`src/boundary_tag_next_fit_allocator_unit_macros.svh`:
```
// ----------------------------------------------------------------------------
// boundary tag next-fit allocator: assertion macros
// clocked assertion helpers shared by the rtl files
// ----------------------------------------------------------------------------
`ifndef BOUNDARY_TAG_NEXT_FIT_ALLOCATOR_UNIT_MACROS_SVH
`define BOUNDARY_TAG_NEXT_FIT_ALLOCATOR_UNIT_MACROS_SVH

// checked on every rising edge of clk, off while rst_n is low
`define BTNF_ASSERT(lbl, prop, msg) \
  lbl: assert property (@(posedge clk) disable iff (!rst_n) prop) else $error(msg);

// checked on every rising edge of clk, also during reset
`define BTNF_ASSERT_ALWAYS(lbl, prop, msg) \
  lbl: assert property (@(posedge clk) prop) else $error(msg);

`endif

```
`src/btnf_pkg.sv`:
```
// ----------------------------------------------------------------------------
// btnf_pkg
// shared types, constants and functions of the next-fit allocator
// ----------------------------------------------------------------------------
package btnf_pkg;

  // default parameter values
  localparam int unsigned DEF_HEAP_BYTES = 65536;
  localparam int unsigned DEF_GROW_BYTES = 4096;

  // field and datapath widths
  localparam int KIND_W = 1;
  localparam int REQ_W  = 17;
  localparam int BADDR_W = 16;
  localparam int PADDR_W = 16;
  localparam int WORD_W = 32;

  // kind codes
  localparam logic [KIND_W-1:0] KIND_ALLOC = 1'b0;
  localparam logic [KIND_W-1:0] KIND_FREE  = 1'b1;

  // heap layout after reset
  localparam logic [WORD_W-1:0] HEAP_START  = 32'd8;
  localparam logic [WORD_W-1:0] INIT_BREAK  = 32'd4120;
  localparam logic [WORD_W-1:0] INIT_ROVER  = 32'd16;
  localparam logic [WORD_W-1:0] MIN_BLOCK   = 32'd16;

  localparam logic [WORD_W-1:0] PRO_HDR_IDX  = 32'd1;
  localparam logic [WORD_W-1:0] PRO_FTR_IDX  = 32'd2;
  localparam logic [WORD_W-1:0] FREE_HDR_IDX = 32'd3;
  localparam logic [WORD_W-1:0] STALE0_IDX   = 32'd4;
  localparam logic [WORD_W-1:0] STALE1_IDX   = 32'd5;
  localparam logic [WORD_W-1:0] FREE_FTR_IDX = 32'd1028;
  localparam logic [WORD_W-1:0] EPI_IDX      = 32'd1029;

  localparam logic [WORD_W-1:0] PRO_TAG    = 32'd9;
  localparam logic [WORD_W-1:0] FREE_TAG   = 32'd4104;
  localparam logic [WORD_W-1:0] STALE0_TAG = 32'd8;
  localparam logic [WORD_W-1:0] STALE1_TAG = 32'd4096;
  localparam logic [WORD_W-1:0] EPI_TAG    = 32'd1;

  // datapath commands issued by the controller
  typedef enum logic [5:0] {
    OP_NONE,
    OP_CLEAR,
    OP_LOAD,
    OP_S_RD,
    OP_S_EVAL,
    OP_S2_INIT,
    OP_G_INIT,
    OP_G_W1,
    OP_G_W2,
    OP_G_W3,
    OP_M_RD0,
    OP_M_RD1,
    OP_M_RD2,
    OP_M_EVAL,
    OP_M_RDP,
    OP_M_ADDP,
    OP_M_WA,
    OP_M_WB,
    OP_M_FIN,
    OP_P_RD,
    OP_P_EVAL,
    OP_P_W1,
    OP_P_W2,
    OP_P_W3,
    OP_P_W4,
    OP_P_N1,
    OP_P_N2,
    OP_F_RD,
    OP_F_EVAL,
    OP_F_W1,
    OP_F_W2,
    OP_PUSH
  } btnf_op_t;

  // datapath status seen by the controller
  typedef struct packed {
    logic sweep_last;
    logic kind_free;
    logic req_zero;
    logic s1_go;
    logic s2_go;
    logic sz_zero;
    logic fits;
    logic nxt_le;
    logic grow_ok;
    logic prev_free;
    logic next_free;
    logic split;
    logic free_pre_ok;
    logic foot_eq;
  } btnf_status_t;

  // tag word value after reset, by word index
  function automatic logic [WORD_W-1:0] init_word(input logic [WORD_W-1:0] idx);
    logic [WORD_W-1:0] v;
    v = '0;
    if (idx == PRO_HDR_IDX || idx == PRO_FTR_IDX) v = PRO_TAG;
    else if (idx == FREE_HDR_IDX || idx == FREE_FTR_IDX) v = FREE_TAG;
    else if (idx == STALE0_IDX) v = STALE0_TAG;
    else if (idx == STALE1_IDX) v = STALE1_TAG;
    else if (idx == EPI_IDX) v = EPI_TAG;
    return v;
  endfunction

endpackage

```
`src/btnf_ctrl.sv`:
```
// ----------------------------------------------------------------------------
// btnf_ctrl
// sequencer for clearing pass, next-fit search, growth, merge, place, free
// ----------------------------------------------------------------------------
`include "boundary_tag_next_fit_allocator_unit_macros.svh"

module btnf_ctrl import btnf_pkg::*; (
  input  logic         clk,
  input  logic         rst_n,
  input  logic         in_valid,
  output logic         in_ready,
  output logic         out_valid,
  input  logic         out_ready,
  input  btnf_status_t st,
  output btnf_op_t     op
);
  typedef enum logic [35:0] {
    ST_CLEAR    = 36'd1 << 0,
    ST_IDLE     = 36'd1 << 1,
    ST_DISPATCH = 36'd1 << 2,
    ST_S1_CHK   = 36'd1 << 3,
    ST_S1_EVAL  = 36'd1 << 4,
    ST_S2_INIT  = 36'd1 << 5,
    ST_S2_CHK   = 36'd1 << 6,
    ST_S2_EVAL  = 36'd1 << 7,
    ST_G_INIT   = 36'd1 << 8,
    ST_G_CHK    = 36'd1 << 9,
    ST_G_W1     = 36'd1 << 10,
    ST_G_W2     = 36'd1 << 11,
    ST_G_W3     = 36'd1 << 12,
    ST_M_RD0    = 36'd1 << 13,
    ST_M_RD1    = 36'd1 << 14,
    ST_M_RD2    = 36'd1 << 15,
    ST_M_EVAL   = 36'd1 << 16,
    ST_M_RDP    = 36'd1 << 17,
    ST_M_ADDP   = 36'd1 << 18,
    ST_M_WA     = 36'd1 << 19,
    ST_M_WB     = 36'd1 << 20,
    ST_M_FIN    = 36'd1 << 21,
    ST_P_RD     = 36'd1 << 22,
    ST_P_EVAL   = 36'd1 << 23,
    ST_P_W1     = 36'd1 << 24,
    ST_P_W2     = 36'd1 << 25,
    ST_P_W3     = 36'd1 << 26,
    ST_P_W4     = 36'd1 << 27,
    ST_P_N1     = 36'd1 << 28,
    ST_P_N2     = 36'd1 << 29,
    ST_F_RD     = 36'd1 << 30,
    ST_F_EVAL   = 36'd1 << 31,
    ST_F_CMP    = 36'd1 << 32,
    ST_F_W1     = 36'd1 << 33,
    ST_F_W2     = 36'd1 << 34,
    ST_PUSH     = 36'd1 << 35
  } btnf_state_t;

  btnf_state_t state_r, state_nxt;
  logic        from_free_r, from_free_nxt;
  logic        out_valid_r, out_valid_nxt;
  logic        out_free;
  btnf_state_t merge_ret;

  assign out_free  = !out_valid_r || out_ready;
  assign merge_ret = from_free_r ? ST_PUSH : ST_P_RD;
  assign in_ready  = (state_r == ST_IDLE);
  assign out_valid = out_valid_r;

  always_comb begin
    state_nxt     = state_r;
    from_free_nxt = from_free_r;
    op            = OP_NONE;
    case (state_r)
      ST_CLEAR: begin
        op = OP_CLEAR;
        if (st.sweep_last) state_nxt = ST_IDLE;
      end
      ST_IDLE: begin
        if (in_valid) begin
          op        = OP_LOAD;
          state_nxt = ST_DISPATCH;
        end
      end
      ST_DISPATCH: begin
        from_free_nxt = st.kind_free;
        if (st.kind_free) state_nxt = ST_F_RD;
        else if (st.req_zero) state_nxt = ST_PUSH;
        else state_nxt = ST_S1_CHK;
      end
      ST_S1_CHK: begin
        if (st.s1_go) begin
          op        = OP_S_RD;
          state_nxt = ST_S1_EVAL;
        end else begin
          state_nxt = ST_S2_INIT;
        end
      end
      ST_S1_EVAL: begin
        op = OP_S_EVAL;
        if (st.sz_zero) state_nxt = ST_S2_INIT;
        else if (st.fits) state_nxt = ST_P_RD;
        else if (st.nxt_le) state_nxt = ST_S2_INIT;
        else state_nxt = ST_S1_CHK;
      end
      ST_S2_INIT: begin
        op        = OP_S2_INIT;
        state_nxt = ST_S2_CHK;
      end
      ST_S2_CHK: begin
        if (st.s2_go) begin
          op        = OP_S_RD;
          state_nxt = ST_S2_EVAL;
        end else begin
          state_nxt = ST_G_INIT;
        end
      end
      ST_S2_EVAL: begin
        op = OP_S_EVAL;
        if (st.fits) state_nxt = ST_P_RD;
        else if (st.nxt_le) state_nxt = ST_G_INIT;
        else state_nxt = ST_S2_CHK;
      end
      ST_G_INIT: begin
        op        = OP_G_INIT;
        state_nxt = ST_G_CHK;
      end
      ST_G_CHK: begin
        state_nxt = st.grow_ok ? ST_G_W1 : ST_PUSH;
      end
      ST_G_W1: begin
        op        = OP_G_W1;
        state_nxt = ST_G_W2;
      end
      ST_G_W2: begin
        op        = OP_G_W2;
        state_nxt = ST_G_W3;
      end
      ST_G_W3: begin
        op        = OP_G_W3;
        state_nxt = ST_M_RD0;
      end
      ST_M_RD0: begin
        op        = OP_M_RD0;
        state_nxt = ST_M_RD1;
      end
      ST_M_RD1: begin
        op        = OP_M_RD1;
        state_nxt = ST_M_RD2;
      end
      ST_M_RD2: begin
        op        = OP_M_RD2;
        state_nxt = ST_M_EVAL;
      end
      ST_M_EVAL: begin
        op = OP_M_EVAL;
        if (!st.prev_free && !st.next_free) state_nxt = merge_ret;
        else if (st.prev_free) state_nxt = ST_M_RDP;
        else state_nxt = ST_M_WA;
      end
      ST_M_RDP: begin
        op        = OP_M_RDP;
        state_nxt = ST_M_ADDP;
      end
      ST_M_ADDP: begin
        op        = OP_M_ADDP;
        state_nxt = ST_M_WA;
      end
      ST_M_WA: begin
        op        = OP_M_WA;
        state_nxt = ST_M_WB;
      end
      ST_M_WB: begin
        op        = OP_M_WB;
        state_nxt = ST_M_FIN;
      end
      ST_M_FIN: begin
        op        = OP_M_FIN;
        state_nxt = merge_ret;
      end
      ST_P_RD: begin
        op        = OP_P_RD;
        state_nxt = ST_P_EVAL;
      end
      ST_P_EVAL: begin
        op        = OP_P_EVAL;
        state_nxt = st.split ? ST_P_W1 : ST_P_N1;
      end
      ST_P_W1: begin
        op        = OP_P_W1;
        state_nxt = ST_P_W2;
      end
      ST_P_W2: begin
        op        = OP_P_W2;
        state_nxt = ST_P_W3;
      end
      ST_P_W3: begin
        op        = OP_P_W3;
        state_nxt = ST_P_W4;
      end
      ST_P_W4: begin
        op        = OP_P_W4;
        state_nxt = ST_PUSH;
      end
      ST_P_N1: begin
        op        = OP_P_N1;
        state_nxt = ST_P_N2;
      end
      ST_P_N2: begin
        op        = OP_P_N2;
        state_nxt = ST_PUSH;
      end
      ST_F_RD: begin
        op        = OP_F_RD;
        state_nxt = ST_F_EVAL;
      end
      ST_F_EVAL: begin
        op        = OP_F_EVAL;
        state_nxt = st.free_pre_ok ? ST_F_CMP : ST_PUSH;
      end
      ST_F_CMP: begin
        state_nxt = st.foot_eq ? ST_F_W1 : ST_PUSH;
      end
      ST_F_W1: begin
        op        = OP_F_W1;
        state_nxt = ST_F_W2;
      end
      ST_F_W2: begin
        op        = OP_F_W2;
        state_nxt = ST_M_RD0;
      end
      ST_PUSH: begin
        if (out_free) begin
          op        = OP_PUSH;
          state_nxt = ST_IDLE;
        end
      end
      default: begin
        state_nxt = ST_IDLE;
      end
    endcase
  end

  always_comb begin
    out_valid_nxt = out_valid_r;
    if (op == OP_PUSH) out_valid_nxt = 1'b1;
    else if (out_ready) out_valid_nxt = 1'b0;
  end

  always_ff @(posedge clk) begin
    if (!rst_n) begin
      state_r     <= ST_CLEAR;
      from_free_r <= 1'b0;
      out_valid_r <= 1'b0;
    end else begin
      state_r     <= state_nxt;
      from_free_r <= from_free_nxt;
      out_valid_r <= out_valid_nxt;
    end
  end

  `BTNF_ASSERT(a_accept_dispatch, (in_valid && in_ready) |=> (state_r == ST_DISPATCH), "accepted transaction not dispatched")
  `BTNF_ASSERT(a_rose_from_push, $rose(out_valid_r) |-> $past(state_r == ST_PUSH), "result raised outside push")
  `BTNF_ASSERT(a_push_lands, (state_r == ST_PUSH && out_free) |=> (out_valid_r && state_r == ST_IDLE), "push did not load output")
endmodule

```
`config.mk`:
```
export PLATFORM = sky130hd
export DESIGN_NAME = btnf_ctrl
export DESIGN_NICKNAME = d
export VERILOG_FILES = /design/src/btnf_pkg.sv /design/src/btnf_ctrl.sv
export VERILOG_INCLUDE_DIRS = /design/src /design/src/src
export SDC_FILE = /design/constraint.sdc
export NUM_CORES = 1
export LEC_CHECK = 0
export BUFFER_PORTS_ARGS = -buffer_cell sky130_fd_sc_hd__buf_2
export CAP_MARGIN = 25
export CELL_PAD_IN_SITES_DETAIL_PLACEMENT = 1
export CELL_PAD_IN_SITES_GLOBAL_PLACEMENT = 2
export CORE_MARGIN = 2
export CORE_UTILIZATION = 35
export CTS_BUF_LIST = sky130_fd_sc_hd__clkbuf_8
export CTS_CLUSTER_DIAMETER = 40
export DETAILED_ROUTE_END_ITERATION = 7
export PLACE_DENSITY_LB_ADDON = 0.1
export SYNTH_ARGS = -nofsm -noshare
export SYNTH_HDL_FRONTEND = slang
export SYNTH_SLANG_ARGS = --single-unit
```
`constraint.sdc`:
```
create_clock -name clk -period 2.8 [get_ports clk]
set_input_delay 0.14 -clock clk [delete_from_list [all_inputs] [get_ports clk]]
set_output_delay 0.14 -clock clk [all_outputs]
set_load 0.02 [all_outputs]
```
## Word level (Yosys, flattened, before mapping)

Cells that the tools add are included.

- Register bits: 38
- Latch bits: 0
- Bits in writable memories: 0
- Memory bits (read-only): 0
- Input port bits: 18
- Output and inout port bits: 8
- Logic and storage cells: 80
- Memories kept: 0

- $add $sub $neg: 0
- Multiply operators: 0
- Div/mod/pow operators: 0
- Magnitude comparators: 0
- Eq/ne operators: 40
- Shift-type cells: 0
- Mux-type cells: 27
- Bitwise operators: 0
- Reductions and logical operators: 10

Operators with widths:

| cell | count |
|---|---|
| 36-bit one-hot mux with 34 select lines | 1 |
| 36-bit two-way mux | 10 |
| 5-bit one-hot mux with 32 select lines | 1 |
| 23-bit two-way mux | 3 |
| 36-bit by 1-bit == test with 1-bit output (second input constant) | 1 |
| 36-bit by 10-bit == test with 1-bit output (second input constant) | 1 |
| 36-bit by 11-bit == test with 1-bit output (second input constant) | 1 |
| 36-bit by 12-bit == test with 1-bit output (second input constant) | 1 |
| 36-bit by 13-bit == test with 1-bit output (second input constant) | 1 |
| 36-bit by 14-bit == test with 1-bit output (second input constant) | 1 |
| 36-bit by 15-bit == test with 1-bit output (second input constant) | 1 |
| 36-bit by 16-bit == test with 1-bit output (second input constant) | 1 |
| 36-bit by 17-bit == test with 1-bit output (second input constant) | 1 |
| 36-bit by 18-bit == test with 1-bit output (second input constant) | 1 |
| 36-bit by 19-bit == test with 1-bit output (second input constant) | 1 |
| 36-bit by 2-bit == test with 1-bit output (second input constant) | 1 |
| 36-bit by 20-bit == test with 1-bit output (second input constant) | 1 |
| 36-bit by 21-bit == test with 1-bit output (second input constant) | 1 |
| 36-bit by 22-bit == test with 1-bit output (second input constant) | 1 |
| 36-bit by 23-bit == test with 1-bit output (second input constant) | 1 |
| 36-bit by 24-bit == test with 1-bit output (second input constant) | 1 |
| 36-bit by 25-bit == test with 1-bit output (second input constant) | 1 |
| 36-bit by 26-bit == test with 1-bit output (second input constant) | 1 |
| 36-bit by 27-bit == test with 1-bit output (second input constant) | 1 |
| other kinds (31) | 42 |

## Logic depth before layout (Yosys ltp)

- Depth after elaboration: 6
- Gate-level depth with buffers: 8
- Gate-level depth less buffers: 6

## Worst setup path before layout

Ideal clock, no wire load.

- Path type: register to output
- Start point: register state_r[24]
- End point: output port op[1]
- Arrival time: 2313 ps
- Required time: 2660 ps
- Path slack: 347 ps
- Cell stages (with the launch flop): 9
- Path buffers: 2
- Cells stage by stage: dfxtp_1 clkbuf_2 nor4_4 nand4_2 clkbuf_1 nor4_2 nand2_1 o311a_1 nand4_1

- Elaborated cells on any way between the ends: 35
- Classes of those cells: 33 x eq/ne; 1 x mux; 1 x reduce/logical

RTL lines:

| item | RTL line | RTL |
|---|---|---|
| start: declaration | btnf_ctrl.sv:56 | `btnf_state_t state_r, state_nxt;` |
| start signal: assignment | btnf_ctrl.sv:253 | `state_r <= state_nxt;` |
| 36-bit by 2-bit == test with 1-bit output | n/a |  |
| named net in_ready | btnf_ctrl.sv:11 | `output logic in_ready,` |
| 5-bit one-hot mux with 32 select lines | btnf_ctrl.sv:71 | `case (state_r)` |
| end: declaration | btnf_ctrl.sv:15 | `output btnf_op_t op` |

The timed path passes the listed nets, and every way through them passes these cells.

## Worst setup path in the final report

- Start point: register state_r[15]
- End point: output port op[1]

- Word-level cells in the longest chain between the ends: 3
- Elaborated cells on any way between the ends: 35
- Classes of those cells: 33 x eq/ne; 1 x mux; 1 x reduce/logical

Ends and longest elaborated chain:

| item | RTL line |
|---|---|
| 36-bit by 8-bit == test with 1-bit output or 36-bit by 5-bit == test with 1-bit output (tied branches) | btnf_ctrl.sv:71 |
| 2-bit OR reduction (no source line) | n/a |
| 5-bit one-hot mux with 32 select lines (*) | btnf_ctrl.sv:71 |

Every way passes the cells marked *; elsewhere a longest branch is shown, timed or not.

==> results.yml <==
global_route:
  grtUsageTotal_pct: 21.7
  overflow: 0
  antenna_found_initial: 0
  grt_pass1_wl_um: 12600
  grt_max_degree: 21
  grt_pass1_vias: 2425
critical_path:
  worst-r2r-setup-slack_ns: 0.51
  crit_type: "flip-flop to primary output"
  crit_path_start_kind: "flip-flop"
  worst_ep_required_time_ns: 2.66
  r2r_end: "state_r[22]"
  end_kind: "primary output"
  cp-endpoint: "op[1]"
  reg2regPathDepth: 8
  crit_fanout: 4
  r2r_start: "state_r[20]"
  critPathLaunch: "state_r[15]"
  worstPathArrival_ns: 2.58
floorplanning:
  initial_utilization_pct: 36.0
  ioPinCount: 26
  dieHeight_um: 87.6
  core-area_mm2: 0.00679
  die_w_um: 87.6
  num_rows: 30
  die_area_mm2: 0.00767
run:
  max_cap_violations: 0
power_and_ir_drop:
  p_per_area_mw_per_mm2: 366
  power.share.clock_pct: 35.7
  p_seq_share_pct: 49.0
  power.leakage_nw: 1.27
  p_comb_share_pct: 15.3
  p_int_w: 0.000813
  irDropWorstVdd_v: 0.000143
  power_switching_w: 0.000320
  swShare_pct: 28.3
timing:
  slew_viol_final: 0
  report.final.hold_viol_count: 0
  period_needed_ns: 2.72
  fin_skew_ns: 0.0108
  fmax_mhz: 368
  setup_violations: 0
  min_period_over_period_pct: 97.1
  setup_ws_ns: 0.0813
  relSlewSlack_pct: 62.5
  worstMarginPinSlew_ns: 0.555
cts:
  tritoncts: "yes"
  cts_root_buf: "clkbuf_8"
  clk_pin_slew_ns: 0.08
  clockBufferDepth: 2
  clock-sinks: 38
  htree_levels: 2
  cts_hold_buffers: 0
  cts_buffers: 5
  clkLatencyLatePin_ns: 0.30
worst_hold_path:
  hold_path_class: "input pin to flip-flop"
  hold_depth: 2
cells_and_area:
  area_growth_pct: 26.7
  postLayoutCellArea_mm2: 0.00310
  fillCellCount: 817
  final_layout_size_suffix_gt1_share_pct: 29.1
  layout_common_cells: "buf_4 (43), nor2_1 (39), dfxtp_1 (35), buf_2 (23), nor3_1 (21)"
  instances_no_fill: 446
  diodes: 0
  layout.cells.most_common: "buf_4"
  final_nets: 367
logic_synthesis:
  yosysSeqAreaShare_pct: 31.1
  synth_cell_types: 59
  synth_cells: 290
  syn_avg_cell_area_um2: 8.43
  async_flop_share_pct: 0
  synth_ff_type: "dfxtp_1"
  syn_area_mm2: 0.00244
  synth.ff_latch_count: 38
  synth_edf_count: 0
  synth_warnings: 0
  synth.net_count: 308
place:
  dp_hpwl_um: 5990
  post_dp_cell_area_mm2: 0.00280
  numPortBuffers: 24
  gp_congestion: 0.815
  dp_slack_ns: 0.0732
  place_inst: 419
route:
  first_iter_violations: 118
  num_vias: 2445
  wl_per_cell_um: 17.7
  routed_wl_um: 7880
  first_pass_iters: 4
  drc_errors: 0
  drtAntennaViolNets: 0
  routed_via_density: 5.48
status:
  status: "completed"
==> final cells by class <==
type / instances / area (um^2) / share of cell area, %
clock inverter: 2 / 8.76 / 0.283
tap: 96 / 120 / 3.88
inverter: 9 / 33.8 / 1.09
multi-input combinational: 228 / 1630 / 52.6
clock buffer: 6 / 82.6 / 2.67
sequential: 38 / 764 / 24.7
timing repair buffer: 67 / 458 / 14.8
==> metrics by stage <==
| step | TNS (ns) | hold slack [ns] | util, % | power [W] |
|---|---|---|---|---|
| after floorplan | 0 | 0.212 | - | 0.000668 |
| after global placement | 0 | 0.337 | 41.2 | 0.000726 |
| after detailed placement | 0 | 0.341 | 41.2 | 0.000727 |
| after CTS | 0 | 0.0200 | 44.5 | 0.00114 |
| after global routing | -0.0342 | 0.0158 | 45.6 | 0.00118 |
| final | 0 | 0.0282 | 45.6 | 0.00113 |
==> how the worst min path moves through the flow <==
stage | slack (ns) | start | endpoint
4_1_cts | 0.02 | st[2] | state_r[28]
5_1_grt | 0.02 | st[2] | state_r[28]
3_3_place_gp | 0.34 | st[2] | state_r[28]
6_report | 0.03 | st[2] | state_r[28]
2_1_floorplan | 0.21 | st[2] | state_r[28]
3_5_place_dp | 0.34 | st[2] | state_r[28]
==> synth_stat cells (3+ instances only) <==
cell type / instances / area (um^2)
and3_1: 8 / 50.1
inv_1: 8 / 30.0
nor4_1: 10 / 62.6
nor4b_1: 5 / 43.8
and4b_1: 4 / 40.0
nand4b_1: 4 / 35.0
a21oi_1: 8 / 40.0
nand2b_1: 6 / 37.5
and4_1: 4 / 35.0
a2111oi_0: 4 / 35.0
a211oi_1: 5 / 37.5
or3_1: 5 / 31.3
nor3_1: 22 / 110
nor3b_1: 5 / 37.5
nor4_2: 3 / 37.5
nand3b_1: 9 / 67.6
nand3_1: 6 / 30.0
nand4_1: 13 / 81.3
buf_2: 6 / 30.0
nor2_1: 40 / 150
nor4_4: 7 / 149
nand2_1: 15 / 56.3
xnor2_1: 9 / 78.8
clkbuf_2: 3 / 15.0
clkbuf_1: 4 / 15.0
dfxtp_1: 38 / 761
==> worst max-delay path, cell delays in order (launching register included) <==
cell      delay, ns
dfxtp_1        0.36
nor4_4         0.40
nand4_4        0.19
or4_4          0.54
nor4b_4        0.37
a211oi_1       0.13
nand4_1        0.12
buf_2          0.18
==> metal layers <==
metal	up-vias	routed length, um	GRT usage, %
li1	1214	-	-
met1	1174	3630	27.8
met2	42	3760	36.6
met3	15	321	4.05
met4	0	163	7.55
met5	-	0	0
==> kinds of logic (layout without fill, tap and decap cells) <==
group / count (synthesis) / count (layout) / share of synthesized area (%)
AOI/OAI and AO/OA: 35 / 35 / 10.9
DFF: 38 / 38 / 31.1
xor gates and xnor gates: 11 / 11 / 3.94
muxes: 1 / 1 / 0.409
buffers and inverters: 24 / 84 / 4.61
and+or+nand+nor: 180 / 180 / 48.9
other: 1 / 1 / 0.153
==> flip-flops by register name, summed over array words and instances (netlist names) <==
name / count
from_free_r: 1
out_valid: 1
state_r: 36
==> power groups by stage <==
stage	clock [W]	sequential, W	combinational [W]
2_1_floorplan	0	0.000561	0.000108
3_3_place_gp	0	0.000567	0.000159
3_5_place_dp	0	0.000567	0.000160
4_1_cts	0.000418	0.000555	0.000166
5_1_grt	0.000439	0.000557	0.000189
6_report	0.000405	0.000555	0.000173
==> timing repair <==
item                                   CTS  global route
setup endpoints to repair                5             5
pin swaps                               11             6
cloned                                   0             0
setup buffers                           14             5
resized for setup                        6             9
endpoints found under the hold margin    0             0
Note: power is estimated with default switching activity, not from simulation.
